## src/cdv_pkg.sv

```systemverilog
`default_nettype none

package cdv_pkg;

  localparam int PhaseBitsDef = 32;

  localparam int CfgW    = 25;
  localparam int VelW    = 25;
  localparam int SampleW = 16;

  localparam logic [24:0] OneQ24      = 25'd16777216;
  localparam logic [24:0] TuningRst   = 25'd8388608;
  localparam logic [24:0] EnvCoeffRst = 25'd16775631;

  localparam int F1Base = 400;
  localparam int F1Span = 300;
  localparam int F2Num  = 148;
  localparam int F2Den  = 100;
  // ceil(2^24 / 100): exact floor for f1 * 148 over the whole tuning range
  localparam int Recip100 = ((1 << 24) + F2Den - 1) / F2Den;
  localparam int F2Mul    = F2Num * Recip100;
  localparam int StepHz   = 97392;
  localparam int SvfHz    = 2390;
  localparam int DampQ24  = (2 * (1 << 24)) / 5;

  localparam logic signed [31:0] DriveHalf = 32'sd8388608;

  typedef enum logic [0:0] {
    CFG_TUNING    = 1'b0,
    CFG_ENV_COEFF = 1'b1
  } cfg_idx_e;

  typedef enum logic [3:0] {
    MUL_NONE,
    MUL_F1,
    MUL_F2,
    MUL_STEP1,
    MUL_STEP2,
    MUL_COEF,
    MUL_BL,
    MUL_DAMP,
    MUL_HIGH,
    MUL_ENV,
    MUL_DECAY,
    MUL_VEL
  } mul_sel_e;

  typedef enum logic [3:0] {
    WB_NONE,
    WB_TRIG,
    WB_PHASE,
    WB_F1,
    WB_F2,
    WB_STEP1,
    WB_STEP2,
    WB_COEF,
    WB_BL,
    WB_HIGH,
    WB_BP,
    WB_O,
    WB_ENV,
    WB_OUT
  } wb_sel_e;

  typedef struct packed {
    mul_sel_e mul;
    wb_sel_e  wb;
  } ctrl_t;

  typedef struct packed {
    logic retune;
    logic out_free;
  } status_t;

endpackage

`default_nettype wire

```

## src/cdv_ctrl.sv

```systemverilog
`default_nettype none

module cdv_ctrl import cdv_pkg::*; (
  input  logic    clk_i,
  input  logic    rst_ni,
  input  logic    in_valid_i,
  input  logic    in_cmd_i,
  input  status_t status_i,
  output logic    in_ready_o,
  output ctrl_t   ctrl_o
);

  typedef enum logic [3:0] {
    S_DF1,
    S_DF1W,
    S_DF2,
    S_DF2W,
    S_DS1W,
    S_DS2W,
    S_DCW,
    S_IDLE,
    S_BL,
    S_HIGH,
    S_M3,
    S_BP,
    S_M4,
    S_M6,
    S_M5,
    S_OUT
  } state_e;

  state_e state_q, state_d;
  logic   pend_q, pend_d;
  logic   deriving;

  always_comb begin
    state_d    = state_q;
    in_ready_o = 1'b0;
    deriving   = 1'b0;
    ctrl_o.mul = MUL_NONE;
    ctrl_o.wb  = WB_NONE;
    unique case (state_q)
      S_DF1: begin
        deriving   = 1'b1;
        ctrl_o.mul = MUL_F1;
        state_d    = S_DF1W;
      end
      S_DF1W: begin
        deriving  = 1'b1;
        ctrl_o.wb = WB_F1;
        state_d   = S_DF2;
      end
      S_DF2: begin
        deriving   = 1'b1;
        ctrl_o.mul = MUL_F2;
        state_d    = S_DF2W;
      end
      S_DF2W: begin
        deriving   = 1'b1;
        ctrl_o.wb  = WB_F2;
        ctrl_o.mul = MUL_STEP1;
        state_d    = S_DS1W;
      end
      S_DS1W: begin
        deriving   = 1'b1;
        ctrl_o.wb  = WB_STEP1;
        ctrl_o.mul = MUL_STEP2;
        state_d    = S_DS2W;
      end
      S_DS2W: begin
        deriving   = 1'b1;
        ctrl_o.wb  = WB_STEP2;
        ctrl_o.mul = MUL_COEF;
        state_d    = S_DCW;
      end
      S_DCW: begin
        deriving  = 1'b1;
        ctrl_o.wb = WB_COEF;
        state_d   = S_IDLE;
      end
      S_IDLE: begin
        in_ready_o = !status_i.retune && !pend_q;
        if (status_i.retune || pend_q) begin
          state_d = S_DF1;
        end else if (in_valid_i) begin
          if (in_cmd_i) begin
            ctrl_o.wb = WB_TRIG;
          end else begin
            ctrl_o.wb  = WB_PHASE;
            ctrl_o.mul = MUL_BL;
            state_d    = S_BL;
          end
        end
      end
      S_BL: begin
        ctrl_o.wb  = WB_BL;
        ctrl_o.mul = MUL_DAMP;
        state_d    = S_HIGH;
      end
      S_HIGH: begin
        ctrl_o.wb = WB_HIGH;
        state_d   = S_M3;
      end
      S_M3: begin
        ctrl_o.mul = MUL_HIGH;
        state_d    = S_BP;
      end
      S_BP: begin
        ctrl_o.wb = WB_BP;
        state_d   = S_M4;
      end
      S_M4: begin
        ctrl_o.mul = MUL_ENV;
        state_d    = S_M6;
      end
      S_M6: begin
        ctrl_o.wb  = WB_O;
        ctrl_o.mul = MUL_DECAY;
        state_d    = S_M5;
      end
      S_M5: begin
        ctrl_o.wb  = WB_ENV;
        ctrl_o.mul = MUL_VEL;
        state_d    = S_OUT;
      end
      S_OUT: begin
        if (status_i.out_free) begin
          ctrl_o.wb = WB_OUT;
          state_d   = S_IDLE;
        end
      end
      default: begin
        state_d = S_DF1;
      end
    endcase

    if (deriving && status_i.retune) begin
      state_d = S_DF1;
    end
  end

  // tuning written mid-sample: rerun the derivation once back at idle
  always_comb begin
    pend_d = pend_q;
    if (state_d == S_DF1) begin
      pend_d = 1'b0;
    end else if (status_i.retune) begin
      pend_d = 1'b1;
    end
  end

  always_ff @(posedge clk_i or negedge rst_ni) begin
    if (!rst_ni) begin
      state_q <= S_DF1;
      pend_q  <= 1'b0;
    end else begin
      state_q <= state_d;
      pend_q  <= pend_d;
    end
  end

endmodule

`default_nettype wire

```

## src/cdv_datapath.sv

```systemverilog
`default_nettype none

module cdv_datapath import cdv_pkg::*; #(
  parameter int PHASE_BITS = PhaseBitsDef
) (
  input  logic               clk_i,
  input  logic               rst_ni,
  input  ctrl_t              ctrl_i,
  output status_t            status_o,
  input  logic               cfg_we_i,
  input  logic [0:0]         cfg_idx_i,
  input  logic [CfgW-1:0]    cfg_wdata_i,
  input  logic [VelW-1:0]    velocity_i,
  input  logic               out_ready_i,
  output logic               out_valid_o,
  output logic [SampleW-1:0] out_sample_o
);

  logic [24:0] tuning_q, env_coeff_q;
  logic [24:0] tuning_clamp, coeff_clamp, vel_clamp;

  logic [9:0]  f1_q, mean_q;
  logic [10:0] f2_q;
  logic [10:0] mean_sum;
  logic [20:0] coef_q;
  logic [PHASE_BITS-1:0] step1_q, step2_q;

  logic [PHASE_BITS-1:0] phase1_q, phase2_q, ph1_sum, ph2_sum;
  logic signed [31:0] drive_q, drive_d;
  logic [31:0] bl_q, bp_q, high_q, o_q, p_q;
  logic [24:0] env_q, vel_q;

  logic signed [31:0] op_a, op_b;
  logic signed [63:0] prod;
  logic        shifted;
  logic [31:0] prod_sel;

  logic signed [21:0] scaled;
  logic [SampleW-1:0] sat;

  logic               out_valid_q;
  logic [SampleW-1:0] out_data_q;

  assign tuning_clamp = (tuning_q > OneQ24) ? OneQ24 : tuning_q;
  assign coeff_clamp  = (env_coeff_q > OneQ24) ? OneQ24 : env_coeff_q;
  assign vel_clamp    = (velocity_i > OneQ24) ? OneQ24 : velocity_i;

  assign status_o.retune   = cfg_we_i && (cfg_idx_i == CFG_TUNING);
  assign status_o.out_free = !out_valid_q || out_ready_i;

  // shared multiplier
  always_comb begin
    op_a    = '0;
    op_b    = '0;
    shifted = 1'b1;
    unique case (ctrl_i.mul)
      MUL_F1: begin
        op_a = 32'(F1Span);
        op_b = {7'b0, tuning_clamp};
      end
      MUL_F2: begin
        op_a = {22'b0, f1_q};
        op_b = 32'(F2Mul);
      end
      MUL_STEP1: begin
        op_a    = {22'b0, f1_q};
        op_b    = 32'(StepHz);
        shifted = 1'b0;
      end
      MUL_STEP2: begin
        op_a    = {21'b0, f2_q};
        op_b    = 32'(StepHz);
        shifted = 1'b0;
      end
      MUL_COEF: begin
        op_a    = {22'b0, mean_q};
        op_b    = 32'(SvfHz);
        shifted = 1'b0;
      end
      MUL_BL: begin
        op_a = {11'b0, coef_q};
        op_b = bp_q;
      end
      MUL_DAMP: begin
        op_a = 32'(DampQ24);
        op_b = bp_q;
      end
      MUL_HIGH: begin
        op_a = {11'b0, coef_q};
        op_b = high_q;
      end
      MUL_ENV: begin
        op_a = bp_q;
        op_b = {7'b0, env_q};
      end
      MUL_DECAY: begin
        op_a = {7'b0, env_q};
        op_b = {7'b0, coeff_clamp};
      end
      MUL_VEL: begin
        op_a = o_q;
        op_b = {7'b0, vel_q};
      end
      default: begin
        op_a = '0;
      end
    endcase
  end

  assign prod     = op_a * op_b;
  assign prod_sel = shifted ? prod[55:24] : prod[31:0];

  assign ph1_sum  = phase1_q + step1_q;
  assign ph2_sum  = phase2_q + step2_q;
  assign mean_sum = {1'b0, f1_q} + f2_q;

  always_comb begin
    if (ph1_sum[PHASE_BITS-1] != ph2_sum[PHASE_BITS-1]) begin
      drive_d = '0;
    end else if (ph1_sum[PHASE_BITS-1]) begin
      drive_d = -DriveHalf;
    end else begin
      drive_d = DriveHalf;
    end
  end

  assign scaled = p_q[31:10];
  always_comb begin
    if (scaled > 22'sd32767) begin
      sat = 16'h7fff;
    end else if (scaled < -22'sd32768) begin
      sat = 16'h8000;
    end else begin
      sat = scaled[15:0];
    end
  end

  always_ff @(posedge clk_i or negedge rst_ni) begin
    if (!rst_ni) begin
      tuning_q    <= TuningRst;
      env_coeff_q <= EnvCoeffRst;
    end else if (cfg_we_i) begin
      if (cfg_idx_i == CFG_TUNING) begin
        tuning_q <= cfg_wdata_i;
      end else begin
        env_coeff_q <= cfg_wdata_i;
      end
    end
  end

  always_ff @(posedge clk_i or negedge rst_ni) begin
    if (!rst_ni) begin
      phase1_q    <= '0;
      phase2_q    <= '0;
      bl_q        <= '0;
      bp_q        <= '0;
      env_q       <= '0;
      vel_q       <= '0;
      out_valid_q <= 1'b0;
    end else begin
      if (ctrl_i.wb == WB_OUT) begin
        out_valid_q <= 1'b1;
      end else if (out_ready_i) begin
        out_valid_q <= 1'b0;
      end
      unique case (ctrl_i.wb)
        WB_TRIG: begin
          vel_q <= vel_clamp;
          env_q <= OneQ24;
        end
        WB_PHASE: begin
          phase1_q <= ph1_sum;
          phase2_q <= ph2_sum;
        end
        WB_BL:   bl_q  <= bl_q + p_q;
        WB_BP:   bp_q  <= bp_q + p_q;
        WB_ENV:  env_q <= p_q[24:0];
        default: begin
        end
      endcase
    end
  end

  always_ff @(posedge clk_i) begin
    if (ctrl_i.mul != MUL_NONE) begin
      p_q <= prod_sel;
    end
    unique case (ctrl_i.wb)
      WB_F1:    f1_q   <= 10'(F1Base) + {1'b0, p_q[8:0]};
      WB_F2:    f2_q   <= p_q[10:0];
      WB_STEP1: begin
        step1_q <= p_q[31 -: PHASE_BITS];
        mean_q  <= mean_sum[10:1];
      end
      WB_STEP2: step2_q    <= p_q[31 -: PHASE_BITS];
      WB_COEF:  coef_q     <= p_q[20:0];
      WB_PHASE: drive_q    <= drive_d;
      WB_HIGH:  high_q     <= drive_q - bl_q - p_q;
      WB_O:     o_q        <= p_q;
      WB_OUT:   out_data_q <= sat;
      default: begin
      end
    endcase
  end

  assign out_valid_o  = out_valid_q;
  assign out_sample_o = out_data_q;

endmodule

`default_nettype wire

```

## src/cowbell_drum_voice.sv

```systemverilog
// Cowbell drum voice: two detuned square oscillators through a bandpass,
// shaped by a decaying envelope and the note velocity.
// Input stream (s_axis): tuser is the command, 0 = tick, 1 = trigger;
// tdata carries the Q24 velocity, used only by a trigger.
// Output stream (m_axis): one signed 16-bit sample per tick, none per trigger.
// Config port: cfg_we_i writes register cfg_idx_i (0 tuning, 1 envelope decay).
// A trigger transfer leaves the voice idle; triggers can come every cycle while no
// tuning write or derivation holds tready low. A tick runs eight steps after its
// transfer, using one shared 32x32 multiplier; its sample is written to the
// output register in the last step, and only then is the next item taken.
// Reset, and every write of the tuning register, starts a pass that derives
// the oscillator steps and filter coefficient (after a running tick returns
// to idle, if one is running); s_axis_tready_o is low during it.
// The output register holds a sample until it is taken, and the next item can
// already be accepted; a finished tick waits in its last step while the
// output register is still full, holding tready low.
`default_nettype none

module cowbell_drum_voice import cdv_pkg::*; #(
  parameter int PHASE_BITS = PhaseBitsDef
) (
  input  logic               clk_i,
  input  logic               rst_ni,
  input  logic               s_axis_tvalid_i,
  output logic               s_axis_tready_o,
  input  logic [31:0]        s_axis_tdata_i,  // [24:0] velocity
  input  logic               s_axis_tuser_i,  // [0] cmd
  output logic               m_axis_tvalid_o,
  input  logic               m_axis_tready_i,
  output logic [SampleW-1:0] m_axis_tdata_o,  // [15:0] sample
  input  logic               cfg_we_i,
  input  logic [0:0]         cfg_idx_i,
  input  logic [CfgW-1:0]    cfg_wdata_i
);

  ctrl_t   ctrl;
  status_t status;

  cdv_ctrl u_ctrl (
    .clk_i      (clk_i),
    .rst_ni     (rst_ni),
    .in_valid_i (s_axis_tvalid_i),
    .in_cmd_i   (s_axis_tuser_i),
    .status_i   (status),
    .in_ready_o (s_axis_tready_o),
    .ctrl_o     (ctrl)
  );

  cdv_datapath #(
    .PHASE_BITS (PHASE_BITS)
  ) u_datapath (
    .clk_i        (clk_i),
    .rst_ni       (rst_ni),
    .ctrl_i       (ctrl),
    .status_o     (status),
    .cfg_we_i     (cfg_we_i),
    .cfg_idx_i    (cfg_idx_i),
    .cfg_wdata_i  (cfg_wdata_i),
    .velocity_i   (s_axis_tdata_i[VelW-1:0]),
    .out_ready_i  (m_axis_tready_i),
    .out_valid_o  (m_axis_tvalid_o),
    .out_sample_o (m_axis_tdata_o)
  );

endmodule

`default_nettype wire

```

## config.mk

```make
export PLATFORM = sky130hd
export DESIGN_NAME = cowbell_drum_voice
export DESIGN_NICKNAME = d
export VERILOG_FILES = /design/src/cdv_pkg.sv /design/src/cdv_ctrl.sv /design/src/cdv_datapath.sv /design/src/cowbell_drum_voice.sv
export SDC_FILE = /design/constraint.sdc
export NUM_CORES = 2
export LEC_CHECK = 0
export BUFFER_PORTS_ARGS = -buffer_cell sky130_fd_sc_hd__buf_2
export CORE_AREA = 2 2 425 343
export DETAILED_ROUTE_END_ITERATION = 12
export DIE_AREA = 0 0 427 345
export GPL_ROUTABILITY_DRIVEN = 0
export SLEW_MARGIN = 25
export SYNTH_ARGS = -nofsm -noshare
export SYNTH_HDL_FRONTEND = slang
export SYNTH_SLANG_ARGS = --single-unit
```

## constraint.sdc

```tcl
create_clock -name clk_i -period 11.4 [get_ports clk_i]
set_input_delay 2.28 -clock clk_i [delete_from_list [all_inputs] [get_ports clk_i]]
set_output_delay 2.28 -clock clk_i [all_outputs]
set_load 0.005 [all_outputs]
```

# After elaboration in Yosys (flattened, before gate mapping)
# Index checks and enable logic that the tools add are counted.
# word_totals
ff_bits	494
input_bits	64
output_inout_bits	18
elab_cells	127
# op_classes
n_addsub	8
n_mul	1
order_cmp	5
n_eq_ne	40
n_mux	28
bitwise	1
reduce_logical	22
# ops
operator	n
32-bit one-hot mux with 9 select lines	2
32-bit adder	4
25-bit > comparator (second input constant)	3
25-bit two-way mux	3
4-bit == test (second input constant)	18
32-bit two-way mux	2
4-bit one-hot mux with 16 select lines	1
32-bit subtractor	2
32-bit by 32-bit multiplier with 56-bit output	1
25-bit one-hot mux with 2 select lines	1
4-bit by 3-bit == test with 1-bit output (second input constant)	12
4-bit one-hot mux with 12 select lines	1
4-bit one-hot mux with 11 select lines	1
4-bit by 2-bit == test with 1-bit output (second input constant)	6
4-bit two-way mux	6
22-bit by 16-bit > comparator with 1-bit output (second input constant)	1
22-bit by 16-bit < comparator with 1-bit output (second input constant)	1
16-bit two-way mux	1
4-bit by 1-bit == test with 1-bit output (second input constant)	3
10-bit by 11-bit adder with 11-bit output	1
9-bit by 9-bit adder with 10-bit output (first input constant)	1
4-bit logical NOT	2
8-bit two-way mux	1
2-bit OR reduction	4
14 further kinds	27

# Depth between registers and ports, before layout
# depth
depth_word	10
mapped_depth	41
mapped_depth_nobuf	36

# Cells and area by module
# From an unflattened synthesis, not the netlist that was laid out.
# hier_totals
hier_cells	6178
hier_area_um2	58886.5
# by_module_without_submodules
module	instances	cells_per_inst	area_per_inst_um2	seq_area_each_um2
cdv_datapath	1	6107	58349.7	12663.4
cdv_ctrl	1	71	536.8	125.1

# Worst setup path before layout
# OpenSTA, ideal clock, no wires.
# synth_timing
path_kind	input -> register
start	input cfg_we_i
end	register u_datapath.p_q[31] (data pin)
setup_ns	0.269
arrival_ns	10.646
required_time_ns	11.131
slack_ns	0.486
stages	35
n_path_buf	3
cell_sequence	nor2b_1 nor4_1 nand2b_1 clkbuf_1 nand2_1 buf_2 nand2_1 nand4_1 a221o_1 clkbuf_1 nand2_1 fa_1 fa_1 inv_1 fa_1 inv_1 fa_1 inv_1 fa_1 fa_1 fa_1 inv_1 fa_1 inv_1 ha_1 nand3_1 o32ai_1 a41oi_2 a211o_1 a31oi_4 a21boi_2 o311a_1 a21oi_2 xnor2_1 o21ai_1
# synth_via
elab_chain_len	9
elab_cells_between_ends	24
cone_classes	mul (1); eq/ne (11); mux (5); reduce/logical (7)
# synth_rtl
item	line_no	source
start, declared	cowbell_drum_voice.sv:31	input logic cfg_we_i,
1-bit logical AND *	cdv_datapath.sv:48	assign status_o.retune = cfg_we_i && (cfg_idx_i == CFG_TUNING);
1-bit logical OR *	cdv_ctrl.sv:83	if (status_i.retune || pend_q) begin
8-bit two-way mux *	cdv_ctrl.sv:83	
4-bit one-hot mux with 11 select lines *	cdv_ctrl.sv:42	unique case (state_q)
4-bit by 3-bit == test with 1-bit output (tied with other cells)	cdv_datapath.sv:56	unique case (ctrl_i.mul)
2-bit OR reduction (no source line)	n/a	
32-bit one-hot mux with 9 select lines	cdv_datapath.sv:56	
32-bit by 32-bit multiplier with 56-bit output	cdv_datapath.sv:110	assign prod = op_a * op_b;
32-bit two-way mux *	cdv_datapath.sv:111	assign prod_sel = shifted ? prod[55:24] : prod[31:0];
net u_datapath.prod_sel[31]	cdv_datapath.sv:36	logic [31:0] prod_sel;
end signal, assigned	cdv_datapath.sv:186	p_q <= prod_sel;
end, declared	cdv_datapath.sv:30	logic [31:0] bl_q, bp_q, high_q, o_q, p_q;
# Mark *: on every way through the listed nets, which the timed path passes. The rest lies on a longest branch.
# A chain may end at the register's enable or synchronous reset.

# Final worst setup path
# layout_timing
start	input cfg_idx_i
end	register u_datapath.p_q[22] (data pin)
# layout_via
elab_chain_len	10
elab_cells_between_ends	25
cone_classes	mul (1); eq/ne (11); mux (5); bitwise (1); reduce/logical (7)
# layout_rtl
item	line_no	source
start, declared	cowbell_drum_voice.sv:32	input logic [0:0] cfg_idx_i,
1-bit inverter *	cdv_datapath.sv:48	
1-bit logical AND *	cdv_datapath.sv:48	
1-bit logical OR *	cdv_ctrl.sv:83	
8-bit two-way mux *	cdv_ctrl.sv:83	
4-bit one-hot mux with 11 select lines *	cdv_ctrl.sv:42	
4-bit by 3-bit == test with 1-bit output (tied with other cells)	cdv_datapath.sv:56	
2-bit OR reduction (no source line)	n/a	
32-bit one-hot mux with 9 select lines	cdv_datapath.sv:56	
32-bit by 32-bit multiplier with 56-bit output	cdv_datapath.sv:110	
32-bit two-way mux *	cdv_datapath.sv:111	
net u_datapath.prod_sel[22]	cdv_datapath.sv:36	
# Marked as above.

==> flow_summary_export.csv <==
group,metric,value,unit
placed_design,dp_cells,8040,
yosys,synth_top_cell_area_share,34.24,%
die,start_util,40.60,%
yosys,syn-cell-area,0.05830,mm2
critical_path,crit_type,"primary input to register",
critical_path,crit_slowest_cell,"fa_1",
drt,vias,43890,
global_route,gr-usage-all-layers,24.11,%
cts,numCtsBuffers,47,
die,ioPinCount,82,
sta,period_minus_slack,10.95,ns
sta,hold_viol,0,
yosys,synth_area_leaders,"fa_1 34%, edfxtp_1 12%, dfrtp_1 9.1%",
global_route,antenna_found_initial,8,
yosys,synth_cell_types,97,
sta,worst_slew_pin_slew,1.128,ns
flow_run,drv_cap,0,
cts,htree_levels,2,
sta,setup_viol,0,
run_status,status,"complete, no violations",
sta,slew_headroom,24.79,%
yosys,ys_top_cells_by_count,"1082 x nand2_1, 1068 x inv_1, 997 x fa_1",
cts,clock_latency,0.57,ns
yosys,synthXorXnorAreaFrac,3.245,%
critical_path,start_kind,"primary input",
sta,rsz0062_at_grt,"no",
yosys,ys_seq_area_share,21.94,%
yosys,synthAdderAreaFrac,42.18,%
critical_path,crit_path_max_fanout,24,
die,fp.dieW,427,um
yosys,synth-edff-count,230,
cts,cts_tree,"done",
global_route,grt_overflow,0,
cts,cts_resized,0,
die,die_h,345,um
drt,drtIter0Drc,4140,
drt,wl_per_cell,21.67,um
yosys,synth-main-ff-cell,"edfxtp_1",
global_route,grt_max_degree,109,
global_route,grt_pass1_vias,44440,
drt,via_per_inst,5.397,
hold_path,hold_path_class,"register to register",
die,row_count,125,
drt,drt_wl_total,176.3,mm
sta,post-route-period-util,96.05,%
critical_path,slowest_delay,0.58,ns
final_layout,num-fill-cells,13810,
critical_path,required,11.84,ns
placed_design,portBuffers,74,
cts,cts.sinks,464,
die,fp.coreArea,0.1436,mm2
drt,drc,0,
critical_path,cp.arrival,11.39,ns
yosys,synth_top_family_by_area,"adder cells",
sta,drv_slew,0,
yosys,synth_seq_cells,464,
yosys,synthArstFlopShare,50.43,%
placed_design,dp_slack,-0.07124,ns
global_route,grt_pass1_wl,271.7,mm
final_layout,layout-drive-gt1-share,8.033,%
final_layout,syn_to_final_growth,9.755,%
yosys,synth_most_common_cell,"nand2_1",
die,die_area,0.1473,mm2
yosys,yosys.area_share.simple,12.85,%
final_layout,multi_input_area,0.04076,mm2
drt,drt_pass1_iterations,6,
critical_path,r2r_slack,1.13,ns
yosys,synthMuxAreaShare,1.097,%
critical_path,cpMostUsedCell,"fa_1",
sta,max_freq,0.09133,GHz
yosys,synth_top_cell_by_area,"fa_1",
yosys,synth_compound_area_share,10.05,%
yosys,syn_inst,6092,
yosys,syn_area_per_cell,9.569,um2
cts,cts_setup_buffers,0,
yosys,yosys_warnings,0,
cts,clkTransAtPathRegs,0.06,ns
drt,drtAntennaViolNets,0,
final_layout,fin_nets,7617,
cts,root_buffer,"clkbuf_16",
critical_path,worstSetupEndpointType,"register",
cts,clockBufferDepth,3,
final_layout,seq_area,0.01279,mm2
final_layout,fin_cells,8133,
cts,cts_hold_buffers,0,
placed_design,place_hpwl,142.6,mm
sta,final.setup_skew,0.01559,ns
sta,fin_ws,0.4501,ns
[area by class of cell]
cell class	count	share of cell area [%]
Clock inverter	24	0.3461
Inverter	1069	6.271
Multi-Input combinational cell	4315	63.70
Timing Repair Buffer	289	3.907
Clock buffer	63	2.045
Tap cell	1905	3.725
Sequential cell	464	19.99
Antenna cell	4	0.01564
[cells by family after synthesis]
logic type	after synthesis
and+or+nand+nor	1762
other	2
DFF	464
AOI/OAI and AO/OA	886
xor gates and xnor gates	216
adders and majority gates	1367
buffers and inverters	1338
muxes	57
[metal layers]
layer,vias up,GRT usage [%],part of all wire [%]
met5,-,0,0
met4,0,6.051,2.9
met3,237,4.174,8.9
met2,1721,36.07,43
met1,22480,36.09,45
li1,19460,-,-
[registers in the layout, indices dropped and copies added (netlist names), 11 cells and up]
register and cells:
u_datapath.o_q 32, u_datapath.tuning_q 25, u_datapath.phase1_q 32, u_datapath.out_sample_o 16
u_datapath.step1_q 32, u_datapath.env_coeff_q 25, u_datapath.vel_q 25, u_datapath.bl_q 32
u_datapath.coef_q 21, u_datapath.p_q 32, u_datapath.bp_q 32, u_datapath.phase2_q 32
u_datapath.env_q 25, u_datapath.high_q 32, u_datapath.step2_q 32, u_datapath.f2_q 11
[placed cells by master (no fill, tap or decap), types with 43 or more instances in the layout]
master     instances
nand2_1         1080
inv_1           1068
fa_1             996
ha_1             370
nor2_1           320
o21ai_0          238
edfxtp_1         230
dfrtp_1          213
a21oi_1          193
buf_4            174
xnor2_1          129
a21o_1            93
xor2_1            87
buf_2             73
and2_1            60
mux2_2            55
a22oi_1           54
nand3_1           53
nand4_1           50
clkbuf_16         49
nand2b_1          43
[per-stage QoR]
step                setup TNS (ns)  hold WS [ns]  area [um2]  utilization [%]
floorplan                        0        0.4498       58390                -
global placement                 0        0.4650       62390            43.46
detailed placement        -0.08851        0.4802       62400            43.46
CTS                              0        0.4933       63930            44.53
global route                     0        0.5089       63970            44.56
finish                           0        0.4879       63980            44.56
[worst max-delay path: cells and delay by family]
family	cells	cell delay (ns)
AO/OA/AOI/OAI	6	1.48
adder cells (fa/ha/maj)	9	4.45
buffers and inverters	10	1.24
AND/OR/NAND/NOR	11	1.88
[final timing paths]
path	start	end	cells past startpoint
max	cfg_idx_i	u_datapath.p_q[22]$_DFFE_PP_	36
min	u_datapath.bl_q[31]$_DFFE_PN0N_	u_datapath.bl_q[31]$_DFFE_PN0N_	1
max reg2reg	u_ctrl.state_q[2]$_DFF_PN0_	u_datapath.p_q[22]$_DFFE_PP_	32
min reg2reg	u_datapath.bl_q[31]$_DFFE_PN0N_	u_datapath.bl_q[31]$_DFFE_PN0N_	1
max in group asynchronous	rst_ni	u_datapath.tuning_q[0]$_DFFE_PN0P_	2
min in group asynchronous	rst_ni	u_datapath.phase2_q[19]$_DFFE_PN0N_	1
Power is not shown: default switching activity piles up to over one toggle a cycle in this logic, so the estimate is an artifact.
